==> src/pec_pkg.sv <==
// Shared types, constants and the gain table for the peak envelope compressor.
package pec_pkg;

    localparam int MUL_W      = 32;
    localparam int TAB_MAX    = 12;
    localparam int TAB_IDX_W  = 4;
    localparam int CFG_IDX_W  = 2;
    localparam int CFG_DATA_W = 23;
    localparam int THR_W      = 23;
    localparam int COEF_W     = 16;
    localparam int GAIN_W     = 16;

    localparam logic [GAIN_W-1:0] UNITY_GAIN = 16'd32768;
    localparam logic [THR_W-1:0]  THR_RESET  = 23'h7F_FFFF;

    typedef enum logic [CFG_IDX_W-1:0] {
        CFG_THRESHOLD = 2'd0,
        CFG_SLOPE     = 2'd1,
        CFG_ATTACK    = 2'd2,
        CFG_RELEASE   = 2'd3
    } cfg_idx_t;

    typedef struct packed {
        logic [THR_W-1:0]  threshold_level;
        logic [COEF_W-1:0] compression_slope;
        logic [COEF_W-1:0] attack_coeff;
        logic [COEF_W-1:0] release_coeff;
    } cfg_t;

    typedef struct packed {
        logic             en;
        logic [MUL_W-1:0] a;
        logic [MUL_W-1:0] b;
    } mul_op_t;

    typedef enum logic [3:0] {
        ST_IDLE,
        ST_ENV_M1,
        ST_ENV_M2,
        ST_ENV_SUM,
        ST_CMP,
        ST_LOG_NORM,
        ST_LOG_SQ,
        ST_LOG_SQW,
        ST_EXP_M,
        ST_EXP_W,
        ST_G_CHK,
        ST_G_W,
        ST_G_SHIFT,
        ST_OUT_M,
        ST_OUT_W
    } state_t;

    typedef logic [MUL_W-1:0] exp_tab_t [0:TAB_MAX];

    function automatic longint unsigned floor_sqrt(input longint unsigned n);
        longint unsigned rem;
        longint unsigned res;
        longint unsigned bt;
        rem = n;
        res = 64'd0;
        bt  = 64'h4000_0000_0000_0000;
        for (int i = 0; i < 32; i++) begin
            if (rem >= res + bt) begin
                rem = rem - (res + bt);
                res = (res >> 1) + bt;
            end
            else begin
                res = res >> 1;
            end
            bt = bt >> 2;
        end
        return res;
    endfunction

    // T[k] = 2^(-2^-k), Q0.32
    function automatic exp_tab_t build_exp_tab();
        exp_tab_t t;
        t[0] = 32'h8000_0000;
        for (int k = 1; k <= TAB_MAX; k++) begin
            t[k] = MUL_W'(floor_sqrt(64'(t[k-1]) << 32));
        end
        return t;
    endfunction

    localparam exp_tab_t EXP_TAB = build_exp_tab();

endpackage

==> src/pec_cfg.sv <==
// Configuration register bank for the peak envelope compressor.
module pec_cfg (
    input  logic                             clk,
    input  logic                             rst_n,
    input  logic                             cfg_we,
    input  logic [pec_pkg::CFG_IDX_W-1:0]    cfg_index,
    input  logic [pec_pkg::CFG_DATA_W-1:0]   cfg_data,
    output pec_pkg::cfg_t                    cfg
);
    import pec_pkg::*;

    cfg_t cfg_reg;

    always_ff @(posedge clk or negedge rst_n)
    begin
        if (!rst_n)
        begin
            cfg_reg.threshold_level   <= THR_RESET;
            cfg_reg.compression_slope <= '0;
            cfg_reg.attack_coeff      <= '0;
            cfg_reg.release_coeff     <= '0;
        end
        else if (cfg_we)
        begin
            unique case (cfg_idx_t'(cfg_index))
                CFG_THRESHOLD: cfg_reg.threshold_level   <= cfg_data[THR_W-1:0];
                CFG_SLOPE:     cfg_reg.compression_slope <= cfg_data[COEF_W-1:0];
                CFG_ATTACK:    cfg_reg.attack_coeff      <= cfg_data[COEF_W-1:0];
                CFG_RELEASE:   cfg_reg.release_coeff     <= cfg_data[COEF_W-1:0];
                default:       cfg_reg <= cfg_reg;
            endcase
        end
    end

    assign cfg = cfg_reg;

endmodule

==> src/pec_mul.sv <==
// Shared 32x32 unsigned multiplier with registered product.
module pec_mul (
    input  logic                        clk,
    input  pec_pkg::mul_op_t            op,
    output logic [2*pec_pkg::MUL_W-1:0] prod
);
    import pec_pkg::*;

    logic [2*MUL_W-1:0] prod_reg;

    always_ff @(posedge clk)
    begin
        if (op.en)
        begin
            prod_reg <= 64'(op.a) * 64'(op.b);
        end
    end

    assign prod = prod_reg;

endmodule

==> src/peak_envelope_compressor_core.sv <==
// Top level of the feedforward peak compressor: sequencer and datapath.
// One sample is taken per transfer and gives one result transfer. All products
// run through a single shared 32x32 multiplier under a small sequencer, so the
// block takes one sample at a time: in_ready is high only while the sequencer is
// idle. A sample whose envelope stays at or below the threshold takes two envelope
// products and one output product. A compressed sample adds two log2 evaluations
// (a one-bit-per-cycle normalize plus LOG_TABLE_BITS squaring steps each), one
// exponent product and up to LOG_TABLE_BITS table products. The normalize shifts
// and the shared multiplier set the time per sample. The output register lets the
// next sample enter while a result waits.
module peak_envelope_compressor_core #(
    parameter int SAMPLE_BITS    = 24,
    parameter int LOG_TABLE_BITS = 8
) (
    input  logic                                clk,
    input  logic                                rst_n,
    input  logic                                in_valid,
    output logic                                in_ready,
    input  logic signed [SAMPLE_BITS-1:0]       sample_in,
    output logic                                out_valid,
    input  logic                                out_ready,
    output logic signed [SAMPLE_BITS-1:0]       sample_out,
    output logic [pec_pkg::GAIN_W-1:0]          gain_applied,
    input  logic                                cfg_we,
    input  logic [pec_pkg::CFG_IDX_W-1:0]       cfg_index,
    input  logic [pec_pkg::CFG_DATA_W-1:0]      cfg_data
);
    import pec_pkg::*;

    localparam int SB = SAMPLE_BITS;
    localparam int LTB = LOG_TABLE_BITS;
    localparam int PW = 5;              // log2 integer part, 0..31
    localparam int LW = PW + LTB;       // log2 value width
    localparam logic [SB-1:0] ENV_MAX = SB'(1) << (SB - 1);

    cfg_t    cfg;
    mul_op_t mul_op;
    logic [2*MUL_W-1:0] mul_p;

    pec_cfg u_cfg (
        .clk       (clk),
        .rst_n     (rst_n),
        .cfg_we    (cfg_we),
        .cfg_index (cfg_index),
        .cfg_data  (cfg_data),
        .cfg       (cfg)
    );

    pec_mul u_mul (
        .clk  (clk),
        .op   (mul_op),
        .prod (mul_p)
    );

    state_t state_reg, state_next;

    logic [SB-1:0]        env_reg;
    logic [SB-1:0]        mag_reg;
    logic                 neg_reg;
    logic [COEF_W-1:0]    coef_reg;
    logic [2*MUL_W-1:0]   acc_reg;
    logic [MUL_W-1:0]     m_reg;
    logic [PW-1:0]        p_reg;
    logic [LW-1:0]        r_reg;
    logic [LW-1:0]        r_env_reg;
    logic                 log_thr_reg;   // second log pass (threshold)
    logic [TAB_IDX_W-1:0] k_reg;
    logic [PW-1:0]        q_reg;
    logic [LTB-1:0]       f_reg;
    logic [MUL_W:0]       g_reg;         // Q0.32, bit 32 set means unity
    logic [GAIN_W-1:0]    gain_reg;
    logic                 out_valid_reg;
    logic [SB-1:0]        sample_out_reg;
    logic [GAIN_W-1:0]    gain_out_reg;

    // combinational helpers
    logic                 accept;
    logic                 load_out;
    logic [SB-1:0]        in_mag;
    logic [2*MUL_W-1:0]   env_sum;
    logic [MUL_W-1:0]     thr_v;
    logic [MUL_W-1:0]     sq;
    logic                 norm_done;
    logic                 log_last;
    logic                 gain_last;
    logic [LW:0]          l_diff;
    logic [LW-1:0]        l_val;
    logic [LW-1:0]        e_val;
    logic [MUL_W:0]       g_shift;
    logic [SB-1:0]        prod_mag;

    assign accept   = in_valid && in_ready;
    assign load_out = (state_reg == ST_OUT_W) && (!out_valid_reg || out_ready);
    assign in_mag   = sample_in[SB-1] ? (~sample_in + SB'(1)) : sample_in;
    assign env_sum  = acc_reg + mul_p + 64'd32768;
    assign thr_v    = (cfg.threshold_level == '0) ? MUL_W'(1)
                                                  : MUL_W'(cfg.threshold_level);
    assign sq        = mul_p[61:30];
    assign norm_done = !m_reg[31] && m_reg[30];
    assign log_last  = (k_reg == TAB_IDX_W'(LTB - 1));
    assign gain_last = (k_reg == TAB_IDX_W'(LTB));
    assign l_diff    = {1'b0, r_env_reg} - {1'b0, r_reg};
    assign l_val     = l_diff[LW] ? '0 : l_diff[LW-1:0];
    assign e_val     = mul_p[LW+15:16];
    assign g_shift   = g_reg >> q_reg;
    assign prod_mag  = mul_p[SB+14:15];

    // next state
    always_comb
    begin
        state_next = state_reg;
        unique case (state_reg)
            ST_IDLE:     if (accept) state_next = ST_ENV_M1;
            ST_ENV_M1:   state_next = ST_ENV_M2;
            ST_ENV_M2:   state_next = ST_ENV_SUM;
            ST_ENV_SUM:  state_next = ST_CMP;
            ST_CMP:      state_next = (MUL_W'(env_reg) > MUL_W'(cfg.threshold_level))
                                      ? ST_LOG_NORM : ST_OUT_M;
            ST_LOG_NORM: if (norm_done) state_next = ST_LOG_SQ;
            ST_LOG_SQ:   state_next = ST_LOG_SQW;
            ST_LOG_SQW:
            begin
                priority if (!log_last) state_next = ST_LOG_SQ;
                else if (log_thr_reg)   state_next = ST_EXP_M;
                else                    state_next = ST_LOG_NORM;
            end
            ST_EXP_M:    state_next = ST_EXP_W;
            ST_EXP_W:    state_next = ST_G_CHK;
            ST_G_CHK:
            begin
                priority if (f_reg[LTB-1] && !g_reg[MUL_W]) state_next = ST_G_W;
                else if (gain_last)                       state_next = ST_G_SHIFT;
                else                                      state_next = ST_G_CHK;
            end
            ST_G_W:      state_next = gain_last ? ST_G_SHIFT : ST_G_CHK;
            ST_G_SHIFT:  state_next = ST_OUT_M;
            ST_OUT_M:    state_next = ST_OUT_W;
            ST_OUT_W:    if (load_out) state_next = ST_IDLE;
            default:     state_next = ST_IDLE;
        endcase
    end

    // outputs of the sequencer: handshake and multiplier operands
    always_comb
    begin
        in_ready  = 1'b0;
        mul_op.en = 1'b0;
        mul_op.a  = '0;
        mul_op.b  = '0;
        unique case (state_reg)
            ST_IDLE:
                in_ready = 1'b1;
            ST_ENV_M1:
            begin
                mul_op.en = 1'b1;
                mul_op.a  = MUL_W'(coef_reg);
                mul_op.b  = MUL_W'(env_reg);
            end
            ST_ENV_M2:
            begin
                mul_op.en = 1'b1;
                mul_op.a  = MUL_W'(17'h1_0000 - {1'b0, coef_reg});
                mul_op.b  = MUL_W'(mag_reg);
            end
            ST_LOG_SQ:
            begin
                mul_op.en = 1'b1;
                mul_op.a  = m_reg;
                mul_op.b  = m_reg;
            end
            ST_EXP_M:
            begin
                mul_op.en = 1'b1;
                mul_op.a  = MUL_W'(cfg.compression_slope);
                mul_op.b  = MUL_W'(l_val);
            end
            ST_G_CHK:
            begin
                mul_op.en = f_reg[LTB-1] && !g_reg[MUL_W];
                mul_op.a  = g_reg[MUL_W-1:0];
                mul_op.b  = EXP_TAB[k_reg];
            end
            ST_OUT_M:
            begin
                mul_op.en = 1'b1;
                mul_op.a  = MUL_W'(mag_reg);
                mul_op.b  = MUL_W'(gain_reg);
            end
            default:
            begin
                mul_op.en = 1'b0;
            end
        endcase
    end

    // control registers
    always_ff @(posedge clk or negedge rst_n)
    begin
        if (!rst_n)
        begin
            state_reg     <= ST_IDLE;
            env_reg       <= '0;
            out_valid_reg <= 1'b0;
        end
        else
        begin
            state_reg <= state_next;
            if (state_reg == ST_ENV_SUM)
            begin
                env_reg <= env_sum[SB+15:16];
            end
            if (load_out)
            begin
                out_valid_reg <= 1'b1;
            end
            else if (out_ready)
            begin
                out_valid_reg <= 1'b0;
            end
        end
    end

    // datapath registers
    always_ff @(posedge clk)
    begin
        unique case (state_reg)
            ST_IDLE:
            begin
                if (accept)
                begin
                    neg_reg  <= sample_in[SB-1];
                    mag_reg  <= in_mag;
                    coef_reg <= (in_mag > env_reg) ? cfg.attack_coeff : cfg.release_coeff;
                end
            end
            ST_ENV_M2:
                acc_reg <= mul_p;
            ST_CMP:
            begin
                gain_reg    <= UNITY_GAIN;
                m_reg       <= MUL_W'(env_reg);
                p_reg       <= PW'(30);
                log_thr_reg <= 1'b0;
            end
            ST_LOG_NORM:
            begin
                priority if (m_reg[31])
                begin
                    m_reg <= m_reg >> 1;
                    p_reg <= p_reg + PW'(1);
                end
                else if (!m_reg[30])
                begin
                    m_reg <= m_reg << 1;
                    p_reg <= p_reg - PW'(1);
                end
                else
                begin
                    r_reg <= LW'(p_reg);
                    k_reg <= '0;
                end
            end
            ST_LOG_SQW:
            begin
                // squaring step: one fraction bit per pass
                r_reg <= {r_reg[LW-2:0], sq[31]};
                k_reg <= k_reg + TAB_IDX_W'(1);
                if (log_last && !log_thr_reg)
                begin
                    r_env_reg   <= {r_reg[LW-2:0], sq[31]};
                    m_reg       <= thr_v;
                    p_reg       <= PW'(30);
                    log_thr_reg <= 1'b1;
                end
                else
                begin
                    m_reg <= sq[31] ? (sq >> 1) : sq;
                end
            end
            ST_EXP_W:
            begin
                q_reg <= e_val[LW-1:LTB];
                f_reg <= e_val[LTB-1:0];
                g_reg <= {1'b1, {MUL_W{1'b0}}};
                k_reg <= TAB_IDX_W'(1);
            end
            ST_G_CHK:
            begin
                if (!(f_reg[LTB-1] && !g_reg[MUL_W]))
                begin
                    if (f_reg[LTB-1])
                    begin
                        g_reg <= {1'b0, EXP_TAB[k_reg]};   // unity times T[k]
                    end
                    f_reg <= f_reg << 1;
                    k_reg <= k_reg + TAB_IDX_W'(1);
                end
            end
            ST_G_W:
            begin
                g_reg <= {1'b0, mul_p[63:32]};
                f_reg <= f_reg << 1;
                k_reg <= k_reg + TAB_IDX_W'(1);
            end
            ST_G_SHIFT:
                gain_reg <= g_shift[MUL_W:17];
            ST_OUT_W:
            begin
                if (load_out)
                begin
                    sample_out_reg <= neg_reg ? (~prod_mag + SB'(1)) : prod_mag;
                    gain_out_reg   <= gain_reg;
                end
            end
            default:
            begin
                acc_reg <= acc_reg;
            end
        endcase
    end

    assign out_valid    = out_valid_reg;
    assign sample_out   = sample_out_reg;
    assign gain_applied = gain_out_reg;

    a_gain_range: assert property (@(posedge clk) disable iff (!rst_n)
        out_valid |-> gain_applied <= UNITY_GAIN)
        else $error("gain above unity");

    a_env_range: assert property (@(posedge clk) disable iff (!rst_n)
        env_reg <= ENV_MAX)
        else $error("envelope out of range");

    a_one_at_a_time: assert property (@(posedge clk) disable iff (!rst_n)
        in_valid && in_ready |=> !in_ready)
        else $error("second sample taken while busy");

    a_mul_idle: assert property (@(posedge clk) disable iff (!rst_n)
        state_reg == ST_IDLE |-> !mul_op.en)
        else $error("multiplier issued while idle");

endmodule

==> config.mk <==
export PLATFORM = sky130hd
export DESIGN_NAME = peak_envelope_compressor_core
export DESIGN_NICKNAME = d
export VERILOG_FILES = /design/src/pec_pkg.sv /design/src/pec_cfg.sv /design/src/pec_mul.sv /design/src/peak_envelope_compressor_core.sv
export SDC_FILE = /design/constraint.sdc
export NUM_CORES = 2
export LEC_CHECK = 0
export ABC_AREA = 0
export BUFFER_PORTS_ARGS = -buffer_cell sky130_fd_sc_hd__buf_2
export CAP_MARGIN = 30
export CORE_MARGIN = 4
export CORE_UTILIZATION = 50
export CTS_CLUSTER_SIZE = 20
export DETAILED_ROUTE_END_ITERATION = 6
export PLACE_DENSITY_LB_ADDON = 0.15
export SLEW_MARGIN = 20
export SYNTH_ARGS = -nofsm -noshare
export SYNTH_HDL_FRONTEND = slang
export SYNTH_SLANG_ARGS = --single-unit
==> constraint.sdc <==
create_clock -name clk -period 13.9 [get_ports clk]
set_input_delay 0.695 -clock clk [delete_from_list [all_inputs] [get_ports clk]]
set_output_delay 0.695 -clock clk [all_outputs]
set_load 0.02 [all_outputs]
==> key figures <==
Pwr
  • Total power: 14.4 mW
  • Peak VDD IR: ~0.00023 V
  • Power Density: ~240 nW/µm²
  • Leakage Power: roughly 26 nW
  • Part of the power in the clock network: between 8 and 9%
  • Reg power frac: approximately 18%
  • Gate power share: 74.3%
  • Switch Pwr: slightly above 8 mW
  • Int Pwr: a little over 6 mW
  • Sw frac: 57.5%

Worst setup path
  • CP Launch Type: flop
  • CP dominant cell by count: fa_1
  • CP max stage delay: 1.11 ns
  • R2R cell count: 28
  • Buffers plus inverters on the worst setup path: 5
  • Worst r2r dst: u_mul.prod[56]$_DFFE_PP_
  • Crit. Startpoint: state_reg[1]$_DFFE_PN0P_
  • Critical path class: flop to flop
  • Critical path required time: 14.24 ns
  • Total stage count of the critical path: 28
  • Crit-path max FO: just under 60
  • Critical path endpoint: u_mul.prod[56]$_DFFE_PP_
  • Critical Path End Type: flop
  • Worst reg2reg setup slack: about 1.6 ns
  • Critical path's slowest cell: o41ai_1
  • Crit path max-delay family: adder cells
  • Crit Reg-Reg Startpoint: state_reg[1]$_DFFE_PN0P_
  • CP arrival: approximately 13 ns

CTS
  • CTS tree: yes
  • Clock buffer count from CTS: 43
  • Maximum buffer depth of the clock tree: 3
  • Worst-skew pair later-pin latency: roughly 0.60 ns
  • Worst-path clk slew: 0.06 ns
  • Post-cts sizing count: 0
  • # H-tree levels: 2
  • Root Driver: clkbuf_16
  • Hold_buf cts: 1
  • Setup repair bufs after CTS: 0
  • CTS sink cnt: 414

Timing
  • Unrepaired setup endpoints after global routing: false
  • Worst slew pin tran: 1.23 ns
  • Max Clk Rate: around 0.08 GHz
  • Setup TNS: 0 ns
  • Max-slew violations: 0
  • Worst Skew: approximately 0.022 ns
  • Final hold vios: 0
  • Final period util: 88.4%
  • Setup WS post-layout: between 1.5 and 2 ns
  • Minimum clock period: approximately 12 ns
  • Count of final setup violators: 0
  • Slew headroom: around 17%
  • Hold slack: between 0.3 and 0.4 ns

Yosys
  • Leading area contributor after synthesis: fa_1
  • Sequential area share after synthesis: ~22%
  • Post-synth top cells: inv_1 (980), fa_1 (897), nand2_1 (739), ha_1 (410), a21oi_1 (393)
  • Cells after Synth: 5803
  • Async set-or-reset flop fraction in the synthesized netlist: between 20% and 30%
  • Top_reg_cell synth: edfxtp_1
  • Syn nets: roughly 7200
  • Synthesized area per cell: 9.54 µm²
  • Top-count cell post-synth: inv_1
  • Area contributors post-synth: fa_1 (32%), edfxtp_1 (17%), ha_1 (9.3%), inv_1 (6.6%), nand2_1 (5.0%)
  • Share of the synthesized area in the top cell type: around 32%
  • Count of cell types in the netlist: just under 80
  • EDFF count, synth: 314
  • FF+latch count, synth: around 410
  • Mapped Area: roughly 55000 µm²
  • Ys Warns: 0

Run
  • Max_cap viols: 0

Layout
  • Final instance area: between 50000 and 60000 µm²
  • Share of cells above drive strength 1: about 8%
  • Area grow syn2layout: 7.16%
  • Nets@finish: approximately 7100
  • Max FFs per register: 71
  • Fillers: around 10000
  • Fin cells: roughly 7300
  • Core Util, Final: 54.3%

Detailed routing
  • Drt wl/cell: approximately 28 µm
  • DRC: 7
  • TritonRoute pass-1 iters: 7
  • Initial DRC Count: roughly 5300
  • Avg Vias per Cell: around 6.1
  • Via count: 44400
  • DRT antenna net count: 0
  • Drt total wl: 202000 µm

Die
  • Core footprint: approximately 110000 µm²
  • Die span in x: about 340 µm
  • Row count: 121
  • Die Y-Extent: roughly 340 µm
  • Ports: 96
  • Die area: 116000 µm²
  • Starting Density: 50.6%

GRT
  • Total GRT Usage: about a third
  • Vias in the first global route: roughly 45000
  • Largest net degree at the start of global routing: 59
  • GRT overflow: 0
  • Antenna violations before repair: 10
  • First-pass GRT wire length: 297000 µm

Placement
  • Detailed placement HPWL: ~160000 µm
  • Dpl ws: around 2.1 ns
  • Placed cell count: about 7200
  • RePlAce Congestion: approximately 1
  • Buffers on Ports: 95
  • Placed inst area: about 58000 µm²

Min path
  • HP Class: input port to flop

Status
  • Outcome: complete, but fails checks
  • Violated checks: DRC
==> final cells by class <==
type,instances,area (µm²),share of cell area (%)
antenna,8,20.0,0.0338
clock buffer,58,1190,2.01
clock inverter,22,189,0.319
inverter,983,3690,6.22
multi-input combinational,4091,38600,65.2
sequential,414,12000,20.2
tap,1476,1850,3.11
timing repair buffer,252,1760,2.97
==> power by group through the flow <==
stage,logic [mW],registers [mW],clock network (mW)
floorplan,6.65,2.25,0
global placement,10.4,2.53,0
detailed placement,10.6,2.52,0
CTS,10.6,2.50,1.19
global route,11.6,2.54,1.24
finish,10.7,2.53,1.17
==> tightest hold or removal path, delay by kind of cell <==
family,cells,cell delay (ns)
buffers and inverters,1,0.07
AO/OA/AOI/OAI,1,0.06
AND/OR/NAND/NOR,1,0.03
==> worst min path at each step <==
stage | from | end | slack (ns) | depth (start not counted)
detailed placement | r_reg[3]$_DFFE_PP_ | r_env_reg[4]$_DFFE_PP_ | 0.43 | 0
finish | cfg_data[17] | u_cfg.cfg[65]$_DFFE_PN1P_ | 0.31 | 3
global route | cfg_data[17] | u_cfg.cfg[65]$_DFFE_PN1P_ | 0.31 | 3
floorplan | rst_n | env_reg[0]$_DFFE_PN0P_ | 0.40 | 0
CTS | cfg_data[17] | u_cfg.cfg[65]$_DFFE_PN1P_ | 0.28 | 3
global placement | r_reg[2]$_DFFE_PP_ | r_env_reg[3]$_DFFE_PP_ | 0.43 | 0
==> cell usage in the layout (no fill, tap or decap), types with 27 or more instances in the layout <==
cell type,Yosys,final
dfrtp_1,77,77
inv_1,980,980
and3_1,35,32
nor3_1,46,37
nand3_1,68,68
a22oi_1,47,47
buf_4,0,141
nand4_1,46,46
mux2_2,78,78
nand2_1,739,739
xnor2_1,107,107
o21ai_0,356,352
a21oi_1,393,389
ha_1,410,410
nor2_1,300,296
xor2_1,27,27
buf_2,47,97
clkbuf_16,0,44
a21o_1,83,83
mux2i_1,49,49
edfxtp_1,314,314
fa_1,897,897
==> routing by layer <==
layer	vias up	part of all wire (%)	track usage, %
met1	22500	39	46.8
met5	-	0	0
met3	471	11	8.57
li1	18900	-	-
met4	0	6.3	18.4
met2	2557	43	52.3
==> cells by family (layout without fill, tap and decap cells) <==
logic type	after synthesis	after routing	share of synthesized area [%]
AO/OA/AOI/OAI	1135	1135	12.3
XOR/XNOR	134	134	2.12
adder cells (fa/ha/maj)	1307	1307	41.7
buffers and inverters	1298	1315	8.91
flip-flops	414	414	21.6
multiplexers	127	127	2.47
other	0	8	0
AND/OR/NAND/NOR	1388	1388	10.9
No activity file was read; power rests on OpenSTA's default activity.
